[src/rtl/nibble_bank_switch_with_irq_timer_assert.svh]
// ---------------------------------------------------------------------------
// Assertion macros for the bank-switch controller
// Property wrappers that compile away when NO_ASSERTIONS is defined.
// ---------------------------------------------------------------------------
`ifndef NIBBLE_BANK_SWITCH_WITH_IRQ_TIMER_ASSERT_SVH
`define NIBBLE_BANK_SWITCH_WITH_IRQ_TIMER_ASSERT_SVH

`ifndef NO_ASSERTIONS

// same-cycle implication
`define NBS_ASSERT_IMPL(label, clock, rst_n, ante, cons) \
	label: assert property (@(posedge clock) disable iff (!(rst_n)) (ante) |-> (cons)) \
		else $error("nbs assertion failed");

// next-cycle implication
`define NBS_ASSERT_NEXT(label, clock, rst_n, ante, cons) \
	label: assert property (@(posedge clock) disable iff (!(rst_n)) (ante) |=> (cons)) \
		else $error("nbs assertion failed");

`else

`define NBS_ASSERT_IMPL(label, clock, rst_n, ante, cons)
`define NBS_ASSERT_NEXT(label, clock, rst_n, ante, cons)

`endif

`endif

[src/rtl/nbsirq_pkg.sv]
// ---------------------------------------------------------------------------
// nbsirq_pkg
// Shared constants for the bank-switch controller with scanline IRQ timer.
// ---------------------------------------------------------------------------
`default_nettype none

package nbsirq_pkg;

	localparam int unsigned LINE_CYCLES_DEF = 113;

	localparam int unsigned SLOT_COUNT = 11;
	localparam int unsigned CFG_DATA_W = 9;

	// configuration register indexes
	localparam logic CFG_PRG_BANK_COUNT = 1'b0;
	localparam logic CFG_PATCH_MODE     = 1'b1;

	localparam logic [8:0] PRG_COUNT_RESET = 9'd16;
	localparam logic [15:0] PATCH_RELOAD   = 16'd114;

	// item kinds
	localparam logic KIND_WRITE = 1'b0;
	localparam logic KIND_TICK  = 1'b1;

	// address pages of the slot registers
	localparam logic [3:0] PAGE_PRG01 = 4'h8;
	localparam logic [3:0] PAGE_PRG2  = 4'h9;
	localparam logic [3:0] PAGE_CHR_A = 4'hA;
	localparam logic [3:0] PAGE_CHR_B = 4'hB;
	localparam logic [3:0] PAGE_CHR_C = 4'hC;
	localparam logic [3:0] PAGE_CHR_D = 4'hD;

	localparam logic [3:0] SLOT_PRG2     = 4'd2;
	localparam logic [3:0] SLOT_CHR_BASE = 4'd3;

	// control register addresses
	localparam logic [15:0] ADDR_RELOAD0 = 16'hE000;
	localparam logic [15:0] ADDR_RELOAD1 = 16'hE001;
	localparam logic [15:0] ADDR_RELOAD2 = 16'hE002;
	localparam logic [15:0] ADDR_RELOAD3 = 16'hE003;
	localparam logic [15:0] ADDR_LOAD    = 16'hF000;
	localparam logic [15:0] ADDR_ENABLE  = 16'hF001;
	localparam logic [15:0] ADDR_MIRROR  = 16'hF002;

	// mirroring codes
	localparam logic [1:0] MIRROR_HORIZ  = 2'd0;
	localparam logic [1:0] MIRROR_VERT   = 2'd1;
	localparam logic [1:0] MIRROR_SINGLE = 2'd2;

endpackage

`default_nettype wire

[src/rtl/nibble_bank_switch_with_irq_timer.sv]
// ---------------------------------------------------------------------------
// nibble_bank_switch_with_irq_timer
// Cartridge bank-switch controller: nibble-wide bank slot writes, mirroring
// select and a scanline IRQ down-counter.
// ---------------------------------------------------------------------------
// Takes one item per clock, either a CPU register write or a scanline tick,
// and returns exactly one result per item. An accepted item sits in the input
// register, where the slot decode, nibble merge and the counter
// subtract-and-compare run; the result register is loaded from it when the
// result side has room, so items stream at one per cycle while the result
// side keeps taking them. A stalled result holds the input register, and ready
// then drops once that register is full. Writes to the prg_bank_count and
// patch_mode registers through the cfg port are to be made only while no item
// is in flight; the block itself does not enforce this. Writing prg_bank_count
// also reloads the 9000 slot (slot 2) with the count minus two.
`default_nettype none

module nibble_bank_switch_with_irq_timer #(
	parameter int unsigned LINE_CYCLES = nbsirq_pkg::LINE_CYCLES_DEF
) (
	input  wire logic                               clk,
	input  wire logic                               arst_n,

	input  wire logic                               cfg_we,
	input  wire logic                               cfg_index,
	input  wire logic [nbsirq_pkg::CFG_DATA_W-1:0]  cfg_data,

	input  wire logic                               item_valid,
	output logic                                    item_ready,
	input  wire logic                               kind,
	input  wire logic [15:0]                        address,
	input  wire logic [7:0]                         value,

	output logic                                    result_valid,
	input  wire logic                               result_ready,
	output logic                                    slot_changed,
	output logic [3:0]                              slot_index,
	output logic [7:0]                              slot_bank,
	output logic [7:0]                              fixed_bank,
	output logic [1:0]                              mirroring,
	output logic                                    irq_request
);
	import nbsirq_pkg::*;

	localparam logic [15:0] LINE_STEP = 16'(LINE_CYCLES);

	// configuration
	logic [8:0] prg_count_q;
	logic       patch_q;

	// mapper state
	logic [7:0]  bank_q [SLOT_COUNT];
	logic [15:0] reload_q;
	logic [15:0] count_q;
	logic        armed_q;
	logic [1:0]  mirror_q;

	// input register
	logic        valid_s1;
	logic        kind_s1;
	logic [15:0] address_s1;
	logic [3:0]  nib_s1;

	// result register
	logic        valid_s2;
	logic        changed_s2;
	logic [3:0]  index_s2;
	logic [7:0]  bank_s2;
	logic [7:0]  fixed_s2;
	logic [1:0]  mirror_s2;
	logic        irq_s2;

	logic advance;

	assign advance    = valid_s1 && (!valid_s2 || result_ready);
	assign item_ready = !valid_s1 || advance;

	// slot decode and nibble merge
	logic [3:0] page;
	logic       low_ok;
	logic       slot_hit;
	logic [3:0] slot_sel;
	logic [1:0] chr_pair;
	logic [7:0] slot_cur;
	logic [7:0] slot_new;
	logic       is_write;
	logic       is_tick;
	logic       irq_fire;

	assign page     = address_s1[15:12];
	assign low_ok   = (address_s1[11:2] == 10'd0);
	assign chr_pair = 2'(page[2:0] - PAGE_CHR_A[2:0]);
	assign is_write = (kind_s1 == KIND_WRITE);
	assign is_tick  = (kind_s1 == KIND_TICK);
	assign irq_fire = is_tick && armed_q && (count_q <= LINE_STEP);

	always_comb begin
		slot_hit = 1'b0;
		slot_sel = 4'd0;
		case (page)
			PAGE_PRG01: begin
				slot_hit = low_ok;
				slot_sel = {3'd0, address_s1[1]};
			end
			PAGE_PRG2: begin
				slot_hit = low_ok && !address_s1[1];
				slot_sel = SLOT_PRG2;
			end
			PAGE_CHR_A, PAGE_CHR_B, PAGE_CHR_C, PAGE_CHR_D: begin
				slot_hit = low_ok;
				slot_sel = SLOT_CHR_BASE + {1'b0, chr_pair, address_s1[1]};
			end
			default: begin
				slot_hit = 1'b0;
				slot_sel = 4'd0;
			end
		endcase
		slot_hit = slot_hit && is_write;
	end

	always_comb begin
		slot_cur = 8'd0;
		for (int i = 0; i < SLOT_COUNT; i++) begin
			if (slot_sel == 4'(i)) begin
				slot_cur = bank_q[i];
			end
		end
		if (address_s1[0]) begin
			slot_new = {nib_s1, slot_cur[3:0]};
		end else begin
			slot_new = {slot_cur[7:4], nib_s1};
		end
	end

	// input register
	always_ff @(posedge clk or negedge arst_n) begin
		if (!arst_n) begin
			valid_s1 <= 1'b0;
		end else if (item_ready) begin
			valid_s1 <= item_valid;
		end
	end

	always_ff @(posedge clk) begin
		if (item_ready && item_valid) begin
			kind_s1    <= kind;
			address_s1 <= address;
			nib_s1     <= value[3:0];
		end
	end

	// configuration and mapper state
	always_ff @(posedge clk or negedge arst_n) begin
		if (!arst_n) begin
			prg_count_q <= PRG_COUNT_RESET;
			patch_q     <= 1'b0;
			for (int i = 0; i < SLOT_COUNT; i++) begin
				if (i == 1) begin
					bank_q[i] <= 8'd1;
				end else if (i == int'(SLOT_PRG2)) begin
					bank_q[i] <= 8'(PRG_COUNT_RESET - 9'd2);
				end else begin
					bank_q[i] <= 8'd0;
				end
			end
			reload_q    <= 16'd0;
			count_q     <= 16'd0;
			armed_q     <= 1'b0;
			mirror_q    <= MIRROR_HORIZ;
		end else begin
			if (advance) begin
				if (is_tick) begin
					if (irq_fire) begin
						count_q <= patch_q ? PATCH_RELOAD : 16'd0;
						armed_q <= 1'b0;
					end else if (armed_q) begin
						count_q <= count_q - LINE_STEP;
					end
				end else if (slot_hit) begin
					bank_q[slot_sel] <= slot_new;
				end else begin
					case (address_s1)
						ADDR_RELOAD0: reload_q[3:0]   <= nib_s1;
						ADDR_RELOAD1: reload_q[7:4]   <= nib_s1;
						ADDR_RELOAD2: reload_q[11:8]  <= nib_s1;
						ADDR_RELOAD3: reload_q[15:12] <= nib_s1;
						ADDR_LOAD:    count_q         <= reload_q;
						ADDR_ENABLE:  armed_q         <= nib_s1[0];
						ADDR_MIRROR: begin
							if (nib_s1[1]) begin
								mirror_q <= MIRROR_SINGLE;
							end else begin
								mirror_q <= nib_s1[0] ? MIRROR_VERT : MIRROR_HORIZ;
							end
						end
						default: begin
						end
					endcase
				end
			end
			if (cfg_we) begin
				case (cfg_index)
					CFG_PRG_BANK_COUNT: begin
						prg_count_q       <= cfg_data;
						bank_q[SLOT_PRG2] <= 8'(cfg_data - 9'd2);
					end
					CFG_PATCH_MODE: patch_q <= cfg_data[0];
					default: begin
					end
				endcase
			end
		end
	end

	// the mirroring reported is the mode after this item
	logic [1:0] mirror_next;

	always_comb begin
		mirror_next = mirror_q;
		if (is_write && !slot_hit && address_s1 == ADDR_MIRROR) begin
			if (nib_s1[1]) begin
				mirror_next = MIRROR_SINGLE;
			end else begin
				mirror_next = nib_s1[0] ? MIRROR_VERT : MIRROR_HORIZ;
			end
		end
	end

	// result register
	always_ff @(posedge clk or negedge arst_n) begin
		if (!arst_n) begin
			valid_s2 <= 1'b0;
		end else if (advance) begin
			valid_s2 <= 1'b1;
		end else if (result_ready) begin
			valid_s2 <= 1'b0;
		end
	end

	always_ff @(posedge clk) begin
		if (advance) begin
			changed_s2 <= slot_hit;
			index_s2   <= slot_hit ? slot_sel : 4'd0;
			bank_s2    <= slot_hit ? slot_new : 8'd0;
			fixed_s2   <= 8'(prg_count_q - 9'd1);
			mirror_s2  <= mirror_next;
			irq_s2     <= irq_fire;
		end
	end

	assign result_valid = valid_s2;
	assign slot_changed = changed_s2;
	assign slot_index   = index_s2;
	assign slot_bank    = bank_s2;
	assign fixed_bank   = fixed_s2;
	assign mirroring    = mirror_s2;
	assign irq_request  = irq_s2;

`include "nibble_bank_switch_with_irq_timer_assert.svh"

	`NBS_ASSERT_IMPL(a_irq_not_slot, clk, arst_n, result_valid, !(irq_request && slot_changed))
	`NBS_ASSERT_IMPL(a_slot_range, clk, arst_n, result_valid && slot_changed, slot_index <= 4'd10)
	`NBS_ASSERT_IMPL(a_no_slot_zero, clk, arst_n, result_valid && !slot_changed, (slot_index == 4'd0) && (slot_bank == 8'd0))
	`NBS_ASSERT_NEXT(a_irq_disarms, clk, arst_n, advance && irq_fire && !cfg_we, !armed_q)
	`NBS_ASSERT_IMPL(a_mirror_code, clk, arst_n, 1'b1, mirror_q != 2'd3)

endmodule

`default_nettype wire

[config.mk]
export PLATFORM = sky130hd
export DESIGN_NAME = nibble_bank_switch_with_irq_timer
export DESIGN_NICKNAME = d
export VERILOG_FILES = /design/src/rtl/nbsirq_pkg.sv /design/src/rtl/nibble_bank_switch_with_irq_timer.sv
export VERILOG_INCLUDE_DIRS = /design/src /design/src/rtl
export SDC_FILE = /design/constraint.sdc
export NUM_CORES = 1
export LEC_CHECK = 0
export ABC_AREA = 1
export BUFFER_PORTS_ARGS = -buffer_cell sky130_fd_sc_hd__buf_4
export CAP_MARGIN = 10
export CORE_ASPECT_RATIO = 1.2
export CORE_UTILIZATION = 54
export DETAILED_ROUTE_END_ITERATION = 10
export GPL_TIMING_DRIVEN = 0
export PLACE_DENSITY = 0.76
export RECOVER_POWER = 100
export SKIP_CTS_REPAIR_TIMING = 1
export SKIP_LAST_GASP = 1
export SLEW_MARGIN = 20
export SYNTH_ARGS = -nofsm -noshare
export SYNTH_HDL_FRONTEND = slang
export SYNTH_SLANG_ARGS = --single-unit
[constraint.sdc]
create_clock -name clk -period 2.2 [get_ports clk]
set_input_delay 0.33 -clock clk [delete_from_list [all_inputs] [get_ports clk]]
set_output_delay 0.33 -clock clk [all_outputs]
set_load 0.03 [all_outputs]
After elaboration in Yosys (flattened, before gate mapping)
Index checks and enable logic that the tools add are counted.
{ "word_totals": {"register_bits": 179, "latch_bits": 0, "ramBits": 0, "mem_bits_ro": 0, "input_bits": 40, "wordCells": 138, "n_memories": 0} }
{ "classes": {"n_addsub": 5, "mul": 0, "n_div": 0, "magnitude_cmp": 3, "n_eq_ne": 26, "n_shift": 0, "muxes": 37, "bitwise_logic": 4, "reduce_logical": 32} }
{ "op_table": {"columns": ["op", "n"], "rows": [
  ["72-bit 2-to-1 mux", 3],
  ["8-bit 2-to-1 mux", 15],
  ["16-bit == test, second input constant", 7],
  ["88-bit bitwise mux", 1],
  ["16-bit 2-to-1 mux", 5],
  ["4-bit == test, second input constant", 9],
  ["8-bit demux with 4-bit select", 1],
  ["4-bit AND reduction", 7],
  ["4-bit by 3-bit == test with 1-bit output, second input constant", 4],
  ["16-bit by 7-bit <= comparator with 1-bit output, second input constant", 1],
  ["16-bit by 7-bit subtractor with 16-bit output, second input constant", 1],
  ["4-bit case mux with 3 select lines", 1],
  ["10-bit zero test", 1],
  ["1-bit logical AND", 9],
  ["4-bit by 2-bit == test with 1-bit output, second input constant", 2],
  ["8-bit by 1-bit subtractor with 8-bit output, second input constant", 1],
  ["8-bit by 2-bit subtractor with 8-bit output, second input constant", 1],
  ["1-bit 2-to-1 mux", 7],
  ["7-bit 2-to-1 mux", 1],
  ["2-bit nonzero test", 3],
  ["5-bit greater-or-equal comparator, second input constant", 1],
  ["5-bit by 1-bit less-than comparator with 1-bit output, second input constant", 1],
  ["4-bit NOT with 5-bit output", 1],
  ["5-bit OR reduction", 1],
  ["15 further kinds", 23]
]} }

Logic depth before layout (Yosys ltp)
{ "logic_depth": {"word_depth": 22, "ltp_mapped": 19, "mapped_depth_nobuf": 18} }

Worst setup path before layout
OpenSTA, ideal clock, no wires.
{ "synth_timing": {"path_type": "register -> register", "start": "register valid_s2, in the netlist result_valid", "end": "register reload_q[12]", "arrival_ns": 2.214, "path_slack_ns": -0.144, "path_stages_with_launch": 9, "path_buffers": 0, "period_less_slack_ns": 2.344, "path_cell_list": "dfrtp_1 > nand2_1 > nand2_1 > inv_1 > nand4_1 > nor3_1 > nand4_1 > nand2_1 > o21ai_0"} }
{ "synth_via": {"elab_chain_len": 4} }
{ "synth_rtl": {"columns": ["element", "line_no", "source"], "rows": [
  ["start, declared", "nibble_bank_switch_with_irq_timer.sv:65", "logic valid_s2;"],
  ["start signal, assigned", "nibble_bank_switch_with_irq_timer.sv:232", "valid_s2 <= 1'b0;"],
  ["start signal, assigned", "nibble_bank_switch_with_irq_timer.sv:234", "valid_s2 <= 1'b1;"],
  ["start signal, assigned", "nibble_bank_switch_with_irq_timer.sv:236", "valid_s2 <= 1'b0;"],
  ["1-bit zero test", "nibble_bank_switch_with_irq_timer.sv:75", "assign advance = valid_s1 && (!valid_s2 || result_ready);"],
  ["1-bit logical OR", "nibble_bank_switch_with_irq_timer.sv:75", null],
  ["1-bit logical AND", "nibble_bank_switch_with_irq_timer.sv:75", null],
  ["net advance", "nibble_bank_switch_with_irq_timer.sv:73", "logic advance;"],
  ["4-bit AND reduction (no source line)", null, null],
  ["end signal, assigned", "nibble_bank_switch_with_irq_timer.sv:186", "ADDR_RELOAD3: reload_q[15:12] <= nib_s1;"],
  ["end, declared", "nibble_bank_switch_with_irq_timer.sv:53", "logic [15:0] reload_q;"]
]} }
The timed path passes the listed nets, and every way through them passes these cells.
A chain may end at the register's enable or synchronous reset.

Final worst setup path
{ "layout_timing": {"start": "register address_s1[13]", "end": "register bank_q[46] in the netlist's numbering"} }
{ "layout_via": {"elab_chain_len": 17, "word_cells_on_any_way": 44} }
{ "layout_rtl": {"columns": ["element", "line_no", "source"], "rows": [
  ["start, declared", "nibble_bank_switch_with_irq_timer.sv:61", "logic [15:0] address_s1;"],
  ["start signal, assigned", "nibble_bank_switch_with_irq_timer.sv:147", "address_s1 <= address;"],
  ["2-bit subtractor or 4-bit == test (tied branches)", "nibble_bank_switch_with_irq_timer.sv:92, nibble_bank_switch_with_irq_timer.sv:100", null],
  ["2-bit by 3-bit adder with 4-bit output or 4-bit OR reduction (tied branches)", null, null],
  ["4-bit case mux with 3 select lines", "nibble_bank_switch_with_irq_timer.sv:100", "case (page)"],
  ["4-bit zero test", "nibble_bank_switch_with_irq_timer.sv:124", "if (slot_sel == 4'(i)) begin"],
  ["8-bit 2-to-1 mux (11 in series)", "nibble_bank_switch_with_irq_timer.sv:124", null],
  ["8-bit 2-to-1 mux", "nibble_bank_switch_with_irq_timer.sv:128", "if (address_s1[0]) begin"],
  ["88-bit bitwise mux", "nibble_bank_switch_with_irq_timer.sv:180", "bank_q[slot_sel] <= slot_new;"],
  ["end signal, assigned by index", "nibble_bank_switch_with_irq_timer.sv:161", "bank_q[i] <= 8'(PRG_COUNT_RESET - 9'd2);"],
  ["end signal, assigned by index", "nibble_bank_switch_with_irq_timer.sv:180", null],
  ["end signal, assigned by index", "nibble_bank_switch_with_irq_timer.sv:205", "bank_q[SLOT_PRG2] <= 8'(cfg_data - 9'd2);"],
  ["end, declared", "nibble_bank_switch_with_irq_timer.sv:52", "logic [7:0] bank_q [SLOT_COUNT];"]
]} }
Several ways; a longest one is shown, not always the timed one.

==> key figures <==
Yosys
  – Flops & latches, synth: 179
  – Number of synthesized flops with an enable pin: 45
  – Post-Syn Area: 0.00869 mm^2
  – Synth Instances: 1013
  – Synth top area share: 0.371
  – Ranking of synthesized cells by area: dfrtp_1 37%, nand2_1 16%, edfxtp_1 16%
  – YS warnings: 0
  – Commonest cells post-synth: 377 x nand2_1, 129 x dfrtp_1, 79 x inv_1
  – Mapped Nets: 1058
  – Most frequent cell after synthesis: nand2_1
  – Seq/Total Area, Yosys: 0.542
  – Count of cell types in the netlist: 46
  – Leading area contributor after synthesis: dfrtp_1
  – Post-synth ARST share: 0.749
  – Avg Cell Area, Syn: 8.58 um^2
  – Leading register cell type out of synthesis: dfrtp_1

Critical path
  – Crit path to: bank_q[46]
  – Crit-path max cell delay: approximately 0.47 ns
  – CP endpoint kind: flop
  – Reg-to-reg startpoint: address_s1[13]
  – CP bufs+invs: 4
  – Required @ worst endpoint: 2.53 ns
  – Critical path's slowest cell: edfxtp_1
  – Number of cells on the critical path: 17
  – Worst Setup SP: address_s1[13]
  – FF-to-FF path depth: 17
  – FF-to-FF End: bank_q[46]
  – Flop-to-flop setup slack: -0.52 ns
  – CP Class: flop to flop
  – Largest fanout on the critical path: 6
  – Startpoint Class: flop
  – Crit-path cells: buf_4 -> nor2_1 -> nand3_1 -> nand2_2 -> inv_4 -> nand2_4 -> nor2_8 -> buf_6 -> nor2_1 -> nand4_1 -> nand2_1 -> nand4_1 -> nand2_2 -> nand2_4 -> buf_8 -> nand2_1 -> o21ai_2
  – Worst path top cell family by delay: simple AND/OR/NAND/NOR gates
  – CP arrival: a little over 3 ns

Clocking
  – CTS tree: yes
  – Htree depth: 4
  – CTS Buf Count: 17
  – Root buffer cell: clkbuf_16
  – Clock latency on the worst-skew pair: 0.44 ns
  – Clk slew on worst S/H paths: 0.07 ns
  – Clock Sink Count: 179
  – Max Root-Sink Buffers: 2

Routing
  – Final ANT Viol Nets: 0
  – Final wirelength: 23.4 mm
  – First-pass iteration count of the detailed router: 5
  – DRC: 0
  – DR WL/cell: 17.3 um
  – Number of vias per cell: 5.52
  – Initial drt markers: 802
  – Vias: 7477

Worst hold path
  – Worst hold-check path type: primary input to flop
  – Hold path cells: 1

Layout
  – Nets: 1180
  – Diode count: 0
  – Share of layout cells above drive strength 1: 0.266
  – FILL cells: 1141
  – Finished Core Util: 0.694
  – Area Growth Syn to Fin: 24.8%

Timing
  – Final min period: ~2.7 ns
  – RSZ-0062 raised after global routing: yes
  – Final Hold Fails: 0
  – Max Clock Freq: 368 MHz
  – Final Max Slew Viols: 0
  – Final Worst Setup Slack: -0.517 ns
  – Final setup vio count: 96
  – Slew headroom: 0.0356
  – Setup TNS: -41.01 ns
  – Clock Skews: 0.0105 ns
  – Worst slew pin tran: 1.45 ns
  – Fin crit share: 1.24
  – Worst hold margin: 0.0900 ns

Floorplanning
  – # rows: 50
  – Ports: 66
  – Starting Density: 0.556
  – Core Region: 0.0156 mm^2
  – Die X-Extent: approximately 120 um
  – Die area: about 0.017 mm^2
  – DIE HEIGHT: 141 um

Job
  – Max Cap Viol: 0

Pwr
  – Peak supply drop: 0.000558 V
  – Lkg Pwr: 5.22 nW
  – Pwr Density: 810 mW/mm^2
  – Pwr Total: 8.79 mW

GRT
  – Grt ovf: 0
  – Largest net degree at the start of global routing: 79
  – Vias in the first global route: 6763
  – First-pass GRT wire length: around 34 mm
  – GR Util All Layers: 0.263
  – Antenna violations before repair: 0

Outcome
  – Status: finished, violations left
  – Failing checks: negative setup slack

Place
  – Post-DP HPWL: 14.6 mm
  – DP Worst Slack: -0.560 ns
  – Gpl congestion: approximately 0.9
  – IO Port Bufs: 60
[layer usage]
layer / vias to the layer above / share of wire / track usage
li1: 3534 / - / -
met3: 89 / 0.068 / 0.0514
met2: 339 / 0.49 / 0.433
met5: - / 0 / 0
met1: 3515 / 0.40 / 0.335
met4: 0 / 0.046 / 0.128
[worst min path at each step]
stage,start,to,slack [ns]
2_1_floorplan,arst_n,armed_q,0.03
3_3_place_gp,bank_q[72],bank_q[72],0.46
3_5_place_dp,arst_n,count_q[4],0.29
4_1_cts,arst_n,count_q[6],-0.17
5_1_grt,address[13],address_s1[13],0.08
6_report,value[3],nib_s1[3],0.09
[state kept, by name, indices dropped and copies added, names as in the netlist, 2 cells and up]
register,cells
fixed_bank,8
slot_bank,8
slot_index,4
address_s1,16
bank_q,88
mirroring,2
reload_q,16
nib_s1,4
prg_count_q,8
mirror_q,2
count_q,16
[metrics by stage]
| stage | area [um^2] | instances |
|---|---|---|
| global placement | 9420 | 1281 |
| floorplan | 8710 | 1013 |
| detailed placement | 9460 | 1282 |
| global route | 10900 | 1355 |
| CTS | 10000 | 1313 |
| finish | 10900 | 1355 |
[logic make-up (layout without fill, tap and decap cells)]
logic type | count (synthesis) | count (layout) | share of synthesized area
simple gates | 556 | 558 | 0.277
flops | 179 | 179 | 0.542
compound gates | 139 | 139 | 0.0979
buf+inv | 118 | 250 | 0.0597
xor+xnor | 16 | 16 | 0.0161
fa+ha+maj | 5 | 5 | 0.00720
[worst reg2reg max path, cell delays in order (launching register included)]
cell and delay, ns:
edfxtp_1 0.47, buf_4 0.18, nor2_1 0.13, nand3_1 0.13, nand2_2 0.19, inv_4 0.09
nand2_4 0.12, nor2_8 0.07, buf_6 0.14, nor2_1 0.11, nand4_1 0.18, nand2_1 0.13
nand4_1 0.15, nand2_2 0.14, nand2_4 0.09, buf_8 0.16, nand2_1 0.08, o21ai_2 0.05
[power breakdown]
group          leakage (nW)  total, mW  internal, mW  switching (mW)
registers              2.12       3.95          3.73           0.223
logic                  2.83       1.95         0.717            1.23
clock network         0.267       2.89          1.63            1.26
total                  5.22       8.79          6.07            2.72
[area by class of cell]
cell class | count | area [um^2] | area share
clock inverter | 6 | 42.5 | 0.00392
timing repair buffer | 100 | 807 | 0.0744
clock buffer | 25 | 517 | 0.0476
timing repair inverter | 1 | 5.00 | 0.000461
tap | 208 | 260 | 0.0240
buffer | 23 | 209 | 0.0193
sequential | 179 | 4710 | 0.434
multi-input combinational | 718 | 3930 | 0.362
inverter | 95 | 368 | 0.0339
[placed cells by master, fill, tap and decap left out, types with 4 or more instances in the layout]
cell and n:
nor2_1 65, o21ai_2 21, a21oi_2 11, inv_2 19, edfxtp_1 45, nor3_2 4
nor2_4 8, clkbuf_8 4, inv_4 5, dfstp_2 5, clkbuf_1 35, nand4_1 29
clkbuf_4 26, buf_12 4, nand2_1 310, nand3_2 5, nor2_2 11, xor2_1 13
o21ai_0 38, nor3_1 6, buf_4 39, nand2_2 56, a21oi_1 46, dfrtp_1 129
nand3_1 23, nand2_4 29, clkbuf_16 25, buf_8 6, inv_1 70, a22oi_1 6
Note: power is estimated with default switching activity, not from simulation.
